[src/hdl/assert_macros.svh]
// ----------------------------------------------------------------------------
// assert_macros.svh
// Assertion shorthands used by the Huffman engine datapath.
// ----------------------------------------------------------------------------
`ifndef ASSERT_MACROS_SVH
`define ASSERT_MACROS_SVH

// invariant checked at every clock edge outside reset
`define HCD_ASSERT_ALWAYS(lbl, expr, msg) \
  lbl: assert property (@(posedge clk) disable iff (!rst_n) (expr)) else $error(msg);

// same-cycle implication
`define HCD_ASSERT_IMPL(lbl, ante, cons, msg) \
  lbl: assert property (@(posedge clk) disable iff (!rst_n) (ante) |-> (cons)) else $error(msg);

`endif

[src/hdl/hcd_pkg.sv]
// ----------------------------------------------------------------------------
// hcd_pkg
// Types, sizes and command codes of the Huffman engine.
// ----------------------------------------------------------------------------
package hcd_pkg;

  localparam int MAX_SYMBOLS = 32;
  localparam int NODE_SLOTS  = 2 * MAX_SYMBOLS - 1;
  localparam int NW          = $clog2(NODE_SLOTS);      // node index width
  localparam int LW          = $clog2(MAX_SYMBOLS);     // list index width
  localparam int CW          = $clog2(MAX_SYMBOLS + 1); // list count width
  localparam int WW          = 13;                      // weight width
  localparam logic [WW-1:0] WEIGHT_MAX = 13'd8191;
  localparam int CODE_W      = 31;
  localparam int LEN_W       = 5;

  typedef enum logic [1:0] {
    CMD_LOAD   = 2'd0,
    CMD_ENCODE = 2'd1,
    CMD_DECODE = 2'd2,
    CMD_CLEAR  = 2'd3
  } cmd_t;

  typedef enum logic [1:0] {
    KIND_TABLE  = 2'd0,
    KIND_ENCODE = 2'd1,
    KIND_DECODE = 2'd2
  } kind_t;

  typedef enum logic [1:0] {
    ST_OK        = 2'd0,
    ST_NOT_FOUND = 2'd1,
    ST_NO_TREE   = 2'd2
  } status_t;

  typedef enum logic [4:0] {
    OP_NONE,
    OP_CLEAR,
    OP_LEAF,
    OP_SCAN,
    OP_INS,
    OP_MERGE,
    OP_FINISH,
    OP_TR_INIT,
    OP_FETCH,
    OP_DESCEND,
    OP_LEAF_STEP,
    OP_ENC_OUT,
    OP_EMIT_OVF,
    OP_EMIT_NOTREE,
    OP_FETCH_DEC,
    OP_DEC_CHILD,
    OP_DEC_LEAF,
    OP_DEC_MOVE
  } dp_op_t;

  typedef enum logic [4:0] {
    S_IDLE,
    S_DISPATCH,
    S_LD_CLR,
    S_LD_CHK,
    S_LD_SCAN,
    S_BLD_CHK,
    S_BLD_SCAN,
    S_TR_INIT,
    S_TR_FETCH,
    S_TR_EVAL,
    S_ENC_OUT,
    S_OVF,
    S_NOTREE,
    S_DEC_FETCH,
    S_DEC_EVAL,
    S_DEC_FETCH2,
    S_DEC_EVAL2
  } state_t;

  typedef struct packed {
    dp_op_t op;
    logic   idle;
  } dp_cmd_t;

  typedef struct packed {
    cmd_t cmd;
    logic last;
    logic tree_ready;
    logic list_full;
    logic pair_left;
    logic scan_done;
    logic node_leaf;
    logic stack_empty;
    logic out_free;
  } dp_stat_t;

  typedef struct packed {
    logic          leaf;
    logic [7:0]    sym;
    logic [NW-1:0] left;
    logic [NW-1:0] right;
  } node_t;

endpackage

[src/hdl/hcd_ctrl.sv]
// ----------------------------------------------------------------------------
// hcd_ctrl
// Sequencer for load, tree build, table walk, encode, decode and clear.
// ----------------------------------------------------------------------------
module hcd_ctrl
  import hcd_pkg::*;
(
  input  logic     clk,
  input  logic     rst_n,
  input  logic     in_valid,
  input  dp_stat_t stat,
  output dp_cmd_t  cmd
);

  state_t state_r, state_nxt;

  always_ff @(posedge clk) begin
    if (!rst_n) begin
      state_r <= S_IDLE;
    end else begin
      state_r <= state_nxt;
    end
  end

  // next state
  always_comb begin
    state_nxt = state_r;
    unique case (state_r)
      S_IDLE: begin
        if (in_valid) state_nxt = S_DISPATCH;
      end
      S_DISPATCH: begin
        unique case (stat.cmd)
          CMD_LOAD:   state_nxt = stat.tree_ready ? S_LD_CLR : S_LD_CHK;
          CMD_ENCODE: state_nxt = stat.tree_ready ? S_TR_INIT : S_NOTREE;
          CMD_DECODE: state_nxt = stat.tree_ready ? S_DEC_FETCH : S_NOTREE;
          CMD_CLEAR:  state_nxt = S_IDLE;
        endcase
      end
      S_LD_CLR: state_nxt = S_LD_CHK;
      S_LD_CHK: begin
        if (stat.list_full) state_nxt = stat.last ? S_BLD_CHK : S_OVF;
        else                state_nxt = S_LD_SCAN;
      end
      S_LD_SCAN: begin
        if (stat.scan_done) state_nxt = stat.last ? S_BLD_CHK : S_IDLE;
      end
      S_BLD_CHK:  state_nxt = stat.pair_left ? S_BLD_SCAN : S_TR_INIT;
      S_BLD_SCAN: begin
        if (stat.scan_done) state_nxt = S_BLD_CHK;
      end
      S_TR_INIT:  state_nxt = S_TR_FETCH;
      S_TR_FETCH: state_nxt = S_TR_EVAL;
      S_TR_EVAL: begin
        if (!stat.node_leaf) begin
          state_nxt = S_TR_FETCH;
        end else if (stat.out_free || stat.cmd != CMD_LOAD) begin
          if (!stat.stack_empty)         state_nxt = S_TR_FETCH;
          else if (stat.cmd == CMD_LOAD) state_nxt = S_IDLE;
          else                           state_nxt = S_ENC_OUT;
        end
      end
      S_ENC_OUT, S_OVF, S_NOTREE: begin
        if (stat.out_free) state_nxt = S_IDLE;
      end
      S_DEC_FETCH: state_nxt = S_DEC_EVAL;
      S_DEC_EVAL: begin
        if (!stat.node_leaf)    state_nxt = S_DEC_FETCH2;
        else if (stat.out_free) state_nxt = S_IDLE;
      end
      S_DEC_FETCH2: state_nxt = S_DEC_EVAL2;
      S_DEC_EVAL2: begin
        if (!stat.node_leaf || stat.out_free) state_nxt = S_IDLE;
      end
      default: state_nxt = S_IDLE;
    endcase
  end

  // datapath commands
  always_comb begin
    cmd.op   = OP_NONE;
    cmd.idle = (state_r == S_IDLE);
    unique case (state_r)
      S_IDLE: cmd.op = OP_NONE;
      S_DISPATCH: begin
        if (stat.cmd == CMD_CLEAR) cmd.op = OP_CLEAR;
      end
      S_LD_CLR:   cmd.op = OP_CLEAR;
      S_LD_CHK:   cmd.op = OP_LEAF;
      S_LD_SCAN, S_BLD_SCAN: cmd.op = stat.scan_done ? OP_INS : OP_SCAN;
      S_BLD_CHK:  cmd.op = stat.pair_left ? OP_MERGE : OP_FINISH;
      S_TR_INIT:  cmd.op = OP_TR_INIT;
      S_TR_FETCH, S_DEC_FETCH2: cmd.op = OP_FETCH;
      S_TR_EVAL: begin
        if (!stat.node_leaf) cmd.op = OP_DESCEND;
        else if (stat.out_free || stat.cmd != CMD_LOAD) cmd.op = OP_LEAF_STEP;
      end
      S_ENC_OUT: begin
        if (stat.out_free) cmd.op = OP_ENC_OUT;
      end
      S_OVF: begin
        if (stat.out_free) cmd.op = OP_EMIT_OVF;
      end
      S_NOTREE: begin
        if (stat.out_free) cmd.op = OP_EMIT_NOTREE;
      end
      S_DEC_FETCH: cmd.op = OP_FETCH_DEC;
      S_DEC_EVAL: begin
        if (!stat.node_leaf)    cmd.op = OP_DEC_CHILD;
        else if (stat.out_free) cmd.op = OP_DEC_LEAF;
      end
      S_DEC_EVAL2: begin
        if (!stat.node_leaf)    cmd.op = OP_DEC_MOVE;
        else if (stat.out_free) cmd.op = OP_DEC_LEAF;
      end
      default: cmd.op = OP_NONE;
    endcase
  end

endmodule

[src/hdl/hcd_dp.sv]
// ----------------------------------------------------------------------------
// hcd_dp
// Sorted list, node memory, walk stack and result register.
// ----------------------------------------------------------------------------
module hcd_dp
  import hcd_pkg::*;
(
  input  logic              clk,
  input  logic              rst_n,
  input  logic              in_valid,
  input  logic [1:0]        in_cmd,
  input  logic [7:0]        in_symbol,
  input  logic [7:0]        in_weight,
  input  logic              in_bit,
  input  logic              in_last,
  input  logic              out_ready,
  output logic              out_valid,
  output logic [1:0]        out_kind,
  output logic [7:0]        out_symbol,
  output logic [CODE_W-1:0] out_code,
  output logic [LEN_W-1:0]  out_length,
  output logic [1:0]        out_status,
  output logic              out_last,
  input  dp_cmd_t           cmd,
  output dp_stat_t          stat
);

`include "assert_macros.svh"

  typedef struct packed {
    logic [NW-1:0]     node;
    logic [CODE_W-1:0] code;
    logic [LEN_W-1:0]  len;
  } stk_t;

  // latched item
  cmd_t       cmd_r;
  logic [7:0] sym_r;
  logic [7:0] wt_r;
  logic       bit_r;
  logic       last_r;

  // sorted list
  logic [WW-1:0] list_w_r [MAX_SYMBOLS];
  logic [NW-1:0] list_n_r [MAX_SYMBOLS];
  logic [CW-1:0] list_count_r;
  logic [CW-1:0] p_r;
  logic [WW-1:0] ins_w_r;
  logic [NW-1:0] ins_n_r;
  logic          drop_r;

  // tree
  node_t         mem [NODE_SLOTS];
  node_t         rdata_r;
  logic [NW-1:0] rd_addr;
  logic [NW-1:0] node_count_r;
  logic [NW-1:0] root_r;
  logic          tree_ready_r;
  logic [NW-1:0] dec_pos_r;

  // walk
  stk_t              stk_r [MAX_SYMBOLS];
  logic [CW-1:0]     sp_r;
  logic [NW-1:0]     cur_r;
  logic [CODE_W-1:0] code_r;
  logic [LEN_W-1:0]  len_r;
  logic              found_r;
  logic [CODE_W-1:0] fcode_r;
  logic [LEN_W-1:0]  flen_r;
  stk_t              top_ent;

  // result register
  logic              out_valid_r;
  logic [1:0]        out_kind_r;
  logic [7:0]        out_symbol_r;
  logic [CODE_W-1:0] out_code_r;
  logic [LEN_W-1:0]  out_length_r;
  logic [1:0]        out_status_r;
  logic              out_last_r;

  logic          take;
  logic          out_free;
  logic          emit;
  logic [WW:0]   pair_sum;
  logic [WW-1:0] merge_w;
  logic          list_full;
  logic          table_mode;

  assign take       = in_valid && cmd.idle;
  assign out_free   = !out_valid_r || out_ready;
  assign list_full  = (list_count_r == CW'(MAX_SYMBOLS));
  assign table_mode = (cmd_r == CMD_LOAD);
  assign pair_sum   = {1'b0, list_w_r[0]} + {1'b0, list_w_r[1]};
  assign merge_w    = pair_sum[WW] ? WEIGHT_MAX : pair_sum[WW-1:0];
  assign top_ent    = stk_r[LW'(sp_r - CW'(1))];
  assign rd_addr    = (cmd.op == OP_FETCH_DEC) ? dec_pos_r : cur_r;

  assign emit = (cmd.op == OP_EMIT_OVF) || (cmd.op == OP_EMIT_NOTREE) ||
                (cmd.op == OP_ENC_OUT) || (cmd.op == OP_DEC_LEAF) ||
                ((cmd.op == OP_LEAF_STEP) && table_mode);

  always_comb begin
    stat.cmd         = cmd_r;
    stat.last        = last_r;
    stat.tree_ready  = tree_ready_r;
    stat.list_full   = list_full;
    stat.pair_left   = (list_count_r >= CW'(2));
    stat.scan_done   = (p_r == list_count_r) || (list_w_r[p_r[LW-1:0]] >= ins_w_r);
    stat.node_leaf   = rdata_r.leaf;
    stat.stack_empty = (sp_r == '0);
    stat.out_free    = out_free;
  end

  // item latch
  always_ff @(posedge clk) begin
    if (take) begin
      cmd_r  <= cmd_t'(in_cmd);
      sym_r  <= in_symbol;
      wt_r   <= in_weight;
      bit_r  <= in_bit;
      last_r <= in_last;
    end
  end

  // list storage and insertion registers
  always_ff @(posedge clk) begin
    unique case (cmd.op)
      OP_LEAF: begin
        ins_w_r <= {{(WW-8){1'b0}}, wt_r};
        ins_n_r <= node_count_r;
      end
      OP_MERGE: begin
        ins_w_r <= merge_w;
        ins_n_r <= node_count_r;
        for (int i = 0; i < MAX_SYMBOLS - 2; i++) begin
          list_w_r[i] <= list_w_r[i+2];
          list_n_r[i] <= list_n_r[i+2];
        end
      end
      OP_INS: begin
        for (int i = 1; i < MAX_SYMBOLS; i++) begin
          if (CW'(i) > p_r && CW'(i) <= list_count_r) begin
            list_w_r[i] <= list_w_r[i-1];
            list_n_r[i] <= list_n_r[i-1];
          end
        end
        list_w_r[p_r[LW-1:0]] <= ins_w_r;
        list_n_r[p_r[LW-1:0]] <= ins_n_r;
      end
      default: ;
    endcase
  end

  // node memory: one write port, one registered read port
  always_ff @(posedge clk) begin
    if (cmd.op == OP_LEAF && !list_full) begin
      mem[node_count_r] <= '{leaf: 1'b1, sym: sym_r, left: '0, right: '0};
    end else if (cmd.op == OP_MERGE) begin
      mem[node_count_r] <= '{leaf: 1'b0, sym: 8'd0, left: list_n_r[0], right: list_n_r[1]};
    end
    rdata_r <= mem[rd_addr];
  end

  // walk stack
  always_ff @(posedge clk) begin
    if (cmd.op == OP_DESCEND) begin
      stk_r[sp_r[LW-1:0]] <= '{node: rdata_r.right, code: {code_r[CODE_W-2:0], 1'b1},
                               len: len_r + LEN_W'(1)};
    end
  end

  // control state
  always_ff @(posedge clk) begin
    if (!rst_n) begin
      list_count_r <= '0;
      node_count_r <= '0;
      root_r       <= '0;
      tree_ready_r <= 1'b0;
      dec_pos_r    <= '0;
      sp_r         <= '0;
      p_r          <= '0;
      drop_r       <= 1'b0;
      found_r      <= 1'b0;
    end else begin
      unique case (cmd.op)
        OP_CLEAR: begin
          list_count_r <= '0;
          node_count_r <= '0;
          root_r       <= '0;
          tree_ready_r <= 1'b0;
          dec_pos_r    <= '0;
        end
        OP_LEAF: begin
          drop_r <= list_full;
          p_r    <= '0;
          if (!list_full) node_count_r <= node_count_r + NW'(1);
        end
        OP_SCAN: p_r <= p_r + CW'(1);
        OP_INS:  list_count_r <= list_count_r + CW'(1);
        OP_MERGE: begin
          list_count_r <= list_count_r - CW'(2);
          node_count_r <= node_count_r + NW'(1);
          p_r          <= '0;
        end
        OP_FINISH: begin
          root_r       <= list_n_r[0];
          dec_pos_r    <= list_n_r[0];
          tree_ready_r <= 1'b1;
        end
        OP_TR_INIT: begin
          sp_r    <= '0;
          found_r <= 1'b0;
        end
        OP_DESCEND: sp_r <= sp_r + CW'(1);
        OP_LEAF_STEP: begin
          if (!table_mode && rdata_r.sym == sym_r) found_r <= 1'b1;
          if (sp_r != '0) sp_r <= sp_r - CW'(1);
        end
        OP_DEC_LEAF: dec_pos_r <= root_r;
        OP_DEC_MOVE: dec_pos_r <= cur_r;
        default: ;
      endcase
    end
  end

  // walk position and found code
  always_ff @(posedge clk) begin
    unique case (cmd.op)
      OP_TR_INIT: begin
        cur_r  <= root_r;
        code_r <= '0;
        len_r  <= '0;
      end
      OP_DESCEND: begin
        cur_r  <= rdata_r.left;
        code_r <= {code_r[CODE_W-2:0], 1'b0};
        len_r  <= len_r + LEN_W'(1);
      end
      OP_LEAF_STEP: begin
        if (!table_mode && rdata_r.sym == sym_r) begin
          fcode_r <= code_r;
          flen_r  <= len_r;
        end
        if (sp_r != '0) begin
          cur_r  <= top_ent.node;
          code_r <= top_ent.code;
          len_r  <= top_ent.len;
        end
      end
      OP_DEC_CHILD: cur_r <= bit_r ? rdata_r.right : rdata_r.left;
      default: ;
    endcase
  end

  // result register
  always_ff @(posedge clk) begin
    if (!rst_n) begin
      out_valid_r <= 1'b0;
    end else if (emit) begin
      out_valid_r <= 1'b1;
    end else if (out_ready) begin
      out_valid_r <= 1'b0;
    end
  end

  always_ff @(posedge clk) begin
    if (emit) begin
      out_code_r   <= '0;
      out_length_r <= '0;
      out_last_r   <= 1'b0;
      out_status_r <= ST_OK;
      out_symbol_r <= sym_r;
      unique case (cmd.op)
        OP_EMIT_OVF: begin
          out_kind_r   <= KIND_TABLE;
          out_status_r <= ST_NO_TREE;
        end
        OP_EMIT_NOTREE: begin
          out_status_r <= ST_NO_TREE;
          if (cmd_r == CMD_ENCODE) begin
            out_kind_r <= KIND_ENCODE;
          end else begin
            out_kind_r   <= KIND_DECODE;
            out_symbol_r <= 8'd0;
          end
        end
        OP_ENC_OUT: begin
          out_kind_r <= KIND_ENCODE;
          if (found_r) begin
            out_code_r   <= fcode_r;
            out_length_r <= flen_r;
          end else begin
            out_status_r <= ST_NOT_FOUND;
          end
        end
        OP_DEC_LEAF: begin
          out_kind_r   <= KIND_DECODE;
          out_symbol_r <= rdata_r.sym;
        end
        default: begin
          out_kind_r   <= KIND_TABLE;
          out_symbol_r <= rdata_r.sym;
          out_code_r   <= code_r;
          out_length_r <= len_r;
          out_status_r <= drop_r ? ST_NO_TREE : ST_OK;
          out_last_r   <= (sp_r == '0);
        end
      endcase
    end
  end

  assign out_valid  = out_valid_r;
  assign out_kind   = out_kind_r;
  assign out_symbol = out_symbol_r;
  assign out_code   = out_code_r;
  assign out_length = out_length_r;
  assign out_status = out_status_r;
  assign out_last   = out_last_r;

  `HCD_ASSERT_ALWAYS(a_list_bound, list_count_r <= CW'(MAX_SYMBOLS), "list count beyond capacity")
  `HCD_ASSERT_IMPL(a_emit_free, emit, out_free, "result written over a pending beat")
  `HCD_ASSERT_IMPL(a_ins_room, cmd.op == OP_INS, !list_full, "insert into a full list")

endmodule

[src/hdl/huffman_tree_codec.sv]
// ----------------------------------------------------------------------------
// huffman_tree_codec
// Huffman engine: sorted load, tree build, code table, encode, decode.
// ----------------------------------------------------------------------------
// Use: one command beat on the in_ channel (valid/ready), zero or more result
// beats on the out_ channel (valid/ready).
//   load   : walks the sorted list, one entry per cycle, then inserts the
//            entry. A load with in_last builds the tree (per merge: the
//            merge, then the list walk and insert) and streams the code
//            table, fetching and evaluating each tree node visited.
//   encode : walks the whole tree node by node, then one answer beat.
//   decode : one or two node reads per bit, through the registered read port
//            of the node memory.
//   clear  : no result.
// in_ready is high only while the sequencer is idle; a finished result sits
// in the output register while the next command is taken. When the receiver
// stalls, the sequencer waits at its next result until the register frees.
// Reset (rst_n low, synchronous) empties list and tree and drops any pending
// result; no clearing pass is needed.
// ----------------------------------------------------------------------------
module huffman_tree_codec
  import hcd_pkg::*;
(
  input  logic              clk,
  input  logic              rst_n,
  input  logic              in_valid,
  output logic              in_ready,
  input  logic [1:0]        in_cmd,
  input  logic [7:0]        in_symbol,
  input  logic [7:0]        in_weight,
  input  logic              in_bit,
  input  logic              in_last,
  output logic              out_valid,
  input  logic              out_ready,
  output logic [1:0]        out_kind,
  output logic [7:0]        out_symbol,
  output logic [CODE_W-1:0] out_code,
  output logic [LEN_W-1:0]  out_length,
  output logic [1:0]        out_status,
  output logic              out_last
);

  dp_cmd_t  cmd;   // sequencer -> datapath
  dp_stat_t stat;  // datapath -> sequencer

  // input beat accepted only in idle
  assign in_ready = cmd.idle;

  hcd_ctrl u_ctrl (
    .clk      (clk),
    .rst_n    (rst_n),
    .in_valid (in_valid),
    .stat     (stat),
    .cmd      (cmd)
  );

  hcd_dp u_dp (
    .clk        (clk),
    .rst_n      (rst_n),
    .in_valid   (in_valid),
    .in_cmd     (in_cmd),
    .in_symbol  (in_symbol),
    .in_weight  (in_weight),
    .in_bit     (in_bit),
    .in_last    (in_last),
    .out_ready  (out_ready),
    .out_valid  (out_valid),
    .out_kind   (out_kind),
    .out_symbol (out_symbol),
    .out_code   (out_code),
    .out_length (out_length),
    .out_status (out_status),
    .out_last   (out_last),
    .cmd        (cmd),
    .stat       (stat)
  );

endmodule

[config.mk]
export PLATFORM = sky130hd
export DESIGN_NAME = huffman_tree_codec
export DESIGN_NICKNAME = d
export VERILOG_FILES = /design/src/hdl/hcd_pkg.sv /design/src/hdl/hcd_ctrl.sv /design/src/hdl/hcd_dp.sv /design/src/hdl/huffman_tree_codec.sv
export VERILOG_INCLUDE_DIRS = /design/src /design/src/hdl
export SDC_FILE = /design/constraint.sdc
export NUM_CORES = 2
export LEC_CHECK = 0
export BUFFER_PORTS_ARGS = -buffer_cell sky130_fd_sc_hd__clkbuf_2
export CORE_UTILIZATION = 40
export DETAILED_ROUTE_END_ITERATION = 10
export PLACE_DENSITY = 0.59
export SLEW_MARGIN = 20
export SYNTH_ARGS = -nofsm -noshare
export SYNTH_HDL_FRONTEND = slang
export SYNTH_SLANG_ARGS = --single-unit
[constraint.sdc]
create_clock -name clk -period 6 [get_ports clk]
set_input_delay 0.6 -clock clk [delete_from_list [all_inputs] [get_ports clk]]
set_output_delay 0.6 -clock clk [all_outputs]
set_load 0.05 [all_outputs]
==> results.md <==
- Vias in the first global route: 88200
- Final Hold Viols: 0
- TNS Setup: 0 ns
- Dpl cell area: 157000 µm²
- Commonest non-fill, non-tap cell in the layout: edfxtp_1
- Met3 WL post-DR: 38.1 mm
- Yosys reg bits: 3480
- Number of flops mapped to enable cells by yosys: 3409
- Most frequent cells in the layout: edfxtp_1, o21ai_0, mux4_2
- Wire length on met2: 214 mm
- Largest area contributor in the netlist: edfxtp_1
- Fillers: 31600
- Fin area: 169000 µm²
- Num Clock Sinks: 3480
- Worst relative slew slack: 0.231
- Synth async-reset ratio: 0
- Hold slack: 0.0585 ns
- Full die area: between 300000 and 400000 µm²
- DRT antenna net count: 1
- Worst VDD drop: between 200 and 300 µV
- Slew at the pin with the worst max-slew slack: 1.12 ns
- Final GP Congestion: 0.904
- WL/cell: 30.7 µm
- Met1 WL: 183 mm
- Top post-synthesis cells by area: edfxtp_1, mux4_2, mux2i_1
- Initial antenna violation count: 17
- Max Used Layer: met5
- Final setup viols: 0
- CTS Buffer Depth: 4
- Largest net degree at the start of global routing: around 180
- Initial Util: 0.403
- First-pass iteration count of the detailed router: 8
- Mapped Cells: around 9300
- # nets final: 9504
- Clk_skew: 0.0730 ns
- Ports: 75
- Fin cells: approximately 15000
- Final WS setup: 0.458 ns
- Clock transition at the registers of the reported paths: 0.06 ns
- Post-synth top area share: 0.687
- Critical Path Start Type: register
- FP Rows: 223
- Worst EP required: 6.63 ns
- Classification of the worst setup path: reg -> reg
- Worst Setup End Kind: register
- Pins Over Slew Limit: 0
- Min-delay worst type: in -> reg
- Design Power: 53.9 mW
- Via density: about 6.1
- Fmax achieved: 0.180 GHz
- Ys Warns: 0
- Placed cell count: 14000
- CTS tree: yes
- Period utilization: 0.924
- Clock H-tree levels: 5
- Total number of vias: between 80000 and 90000
- Share of cells above drive strength 1: 0.213
- LEAKAGE: 53.0 nW
- Maximum Capacitance Violations: 0
- Synth Cell Area: 149000 µm²
- Sequential cell area: a little over 100000 µm²
- Root Driver: clkbuf_16
- Multi-input logic area: 43000 µm²
- Worst-path fanout max: 22
- Total CTS buffers: 362
- Resized cells post-CTS: 0
- CP arrival: 6.17 ns
- Layout area overhead: 13.5%
- Synth Net Count: about 9400
- Post-synth top flop: edfxtp_1
- Die Y: 612 µm
- Drt drc: 0
- Hpwl dp: 266 mm
- Register area share after synthesis: 0.696
- First-pass GRT wire length: 647 mm
- Finished Core Util: 0.457
- Pre-CTS WS: 0.511 ns
- Violated checks: antenna violations
- Port-buffer cells: 74
- Status: finished with violations
- Unique masters post-synth: 96
- PD cells: 319 nW/µm²
- Placeable Area: 370000 µm²
- Chip Width: 612 µm
- Final min period: 5.54 ns
- RSZ-0062 raised after global routing: no
- DRT iter0 DRCs: ~11000
- Gr ovfl total: 0
- Skew-Pair Late Insertion Delay: 0.96 ns
- Wirelength, routed: between 400 and 500 mm
- Overall Global Routing Usage: 0.237
- Mean Syn Cell Area: 16.0 µm²
==> metal layers <==
layer,global-route usage,up-vias
li1,-,37700
met1,0.329,46900
met2,0.381,4618
met3,0.0360,710
met4,0.0782,6
met5,0,-
==> synthesized netlist by cell type (31+ instances only) <==
master     instances
a2111oi_0         34
a211oi_1          31
a21bo_2          118
a21o_1           135
a21oi_1          103
a22o_1            67
a31oi_1          301
buf_1             66
buf_2            165
clkbuf_1         491
dfxtp_1           71
edfxtp_1        3409
ha_1              50
inv_1             44
mux2_2            80
mux2i_1          493
mux4_2           627
nand2_1          459
nand3_1          579
nor2_1           495
o2111ai_1        100
o21ai_0          797
o21ai_1           74
o22ai_1           51
==> state kept, by name, summed over array words and instances (netlist names), 5 cells and up, named ones only <==
name	flops
u_dp.sp_r	6
u_dp.out_code	31
u_dp.len_r	5
u_dp.wt_r	8
u_dp.mem	1323
u_dp.node_count_r	6
u_dp.out_length	5
u_dp.cur_r	6
u_dp.flen_r	5
u_dp.sym_r	8
u_dp.stk_r	1312
u_dp.dec_pos_r	6
u_dp.out_symbol	8
u_dp.root_r	6
u_dp.ins_n_r	6
u_dp.list_n_r	192
u_dp.list_w_r	416
u_dp.p_r	6
u_dp.fcode_r	31
u_ctrl.state_r	5
u_dp.rdata_r	20
u_dp.list_count_r	6
u_dp.ins_w_r	13
u_dp.code_r	31
==> cell families after synthesis <==
group | after synthesis | synth area share
AOI/OAI and AO/OA | 1974 | 0.0852
xor gates and xnor gates | 34 | 0.00200
adders and majority gates | 51 | 0.00433
buffers and inverters | 814 | 0.0235
DFF | 3480 | 0.696
muxes | 1200 | 0.134
and+or+nand+nor | 1773 | 0.0547
==> critical path, stage by stage, from the launching register on <==
cell      delay [ns]
dfxtp_4         0.52
buf_12          0.22
buf_12          0.23
buf_4           0.20
mux4_2          0.51
mux4_2          0.46
mux2_2          0.28
ha_1            0.30
a21o_1          0.20
a21oi_1         0.13
nor2b_1         0.09
or3_1           0.38
o211ai_1        0.63
buf_4           0.38
nor3_1          0.09
or3_1           0.32
buf_4           0.24
==> repair_timing <==
item	4_1_cts	5_1_grt
hold buffers	15	0
hold endpoints to repair	15	0
setup buffers	0	0
==> final timing paths <==
| kind | start | slack (ns) | to | cells after the start |
|---|---|---|---|---|
| hold / removal | in_cmd[1] | 0.06 | u_dp.cmd_r[1] | 1 |
| setup reg to reg | register | 0.46 | u_dp.list_w_r[20][5] | 16 |
| setup / recovery | register | 0.46 | u_dp.list_w_r[20][5] | 16 |
| hold reg to reg | u_dp.drop_r | 0.46 | u_dp.drop_r | 2 |
==> layout make-up <==
cell class,instances,area share
Sequential cell,3480,0.614
Tap cell,4950,0.0366
Clock buffer,472,0.0577
Antenna cell,35,0.000518
Inverter,46,0.00112
Multi-Input combinational cell,5032,0.254
Clock inverter,195,0.0104
Timing Repair Buffer,507,0.0257
==> power breakdown <==
group	switching [mW]	internal (mW)	total (mW)
clock network	9.53	12.6	22.1
registers	0.283	27.0	27.3
logic	2.95	1.60	4.55
Power figures use the tool's default switching activity.
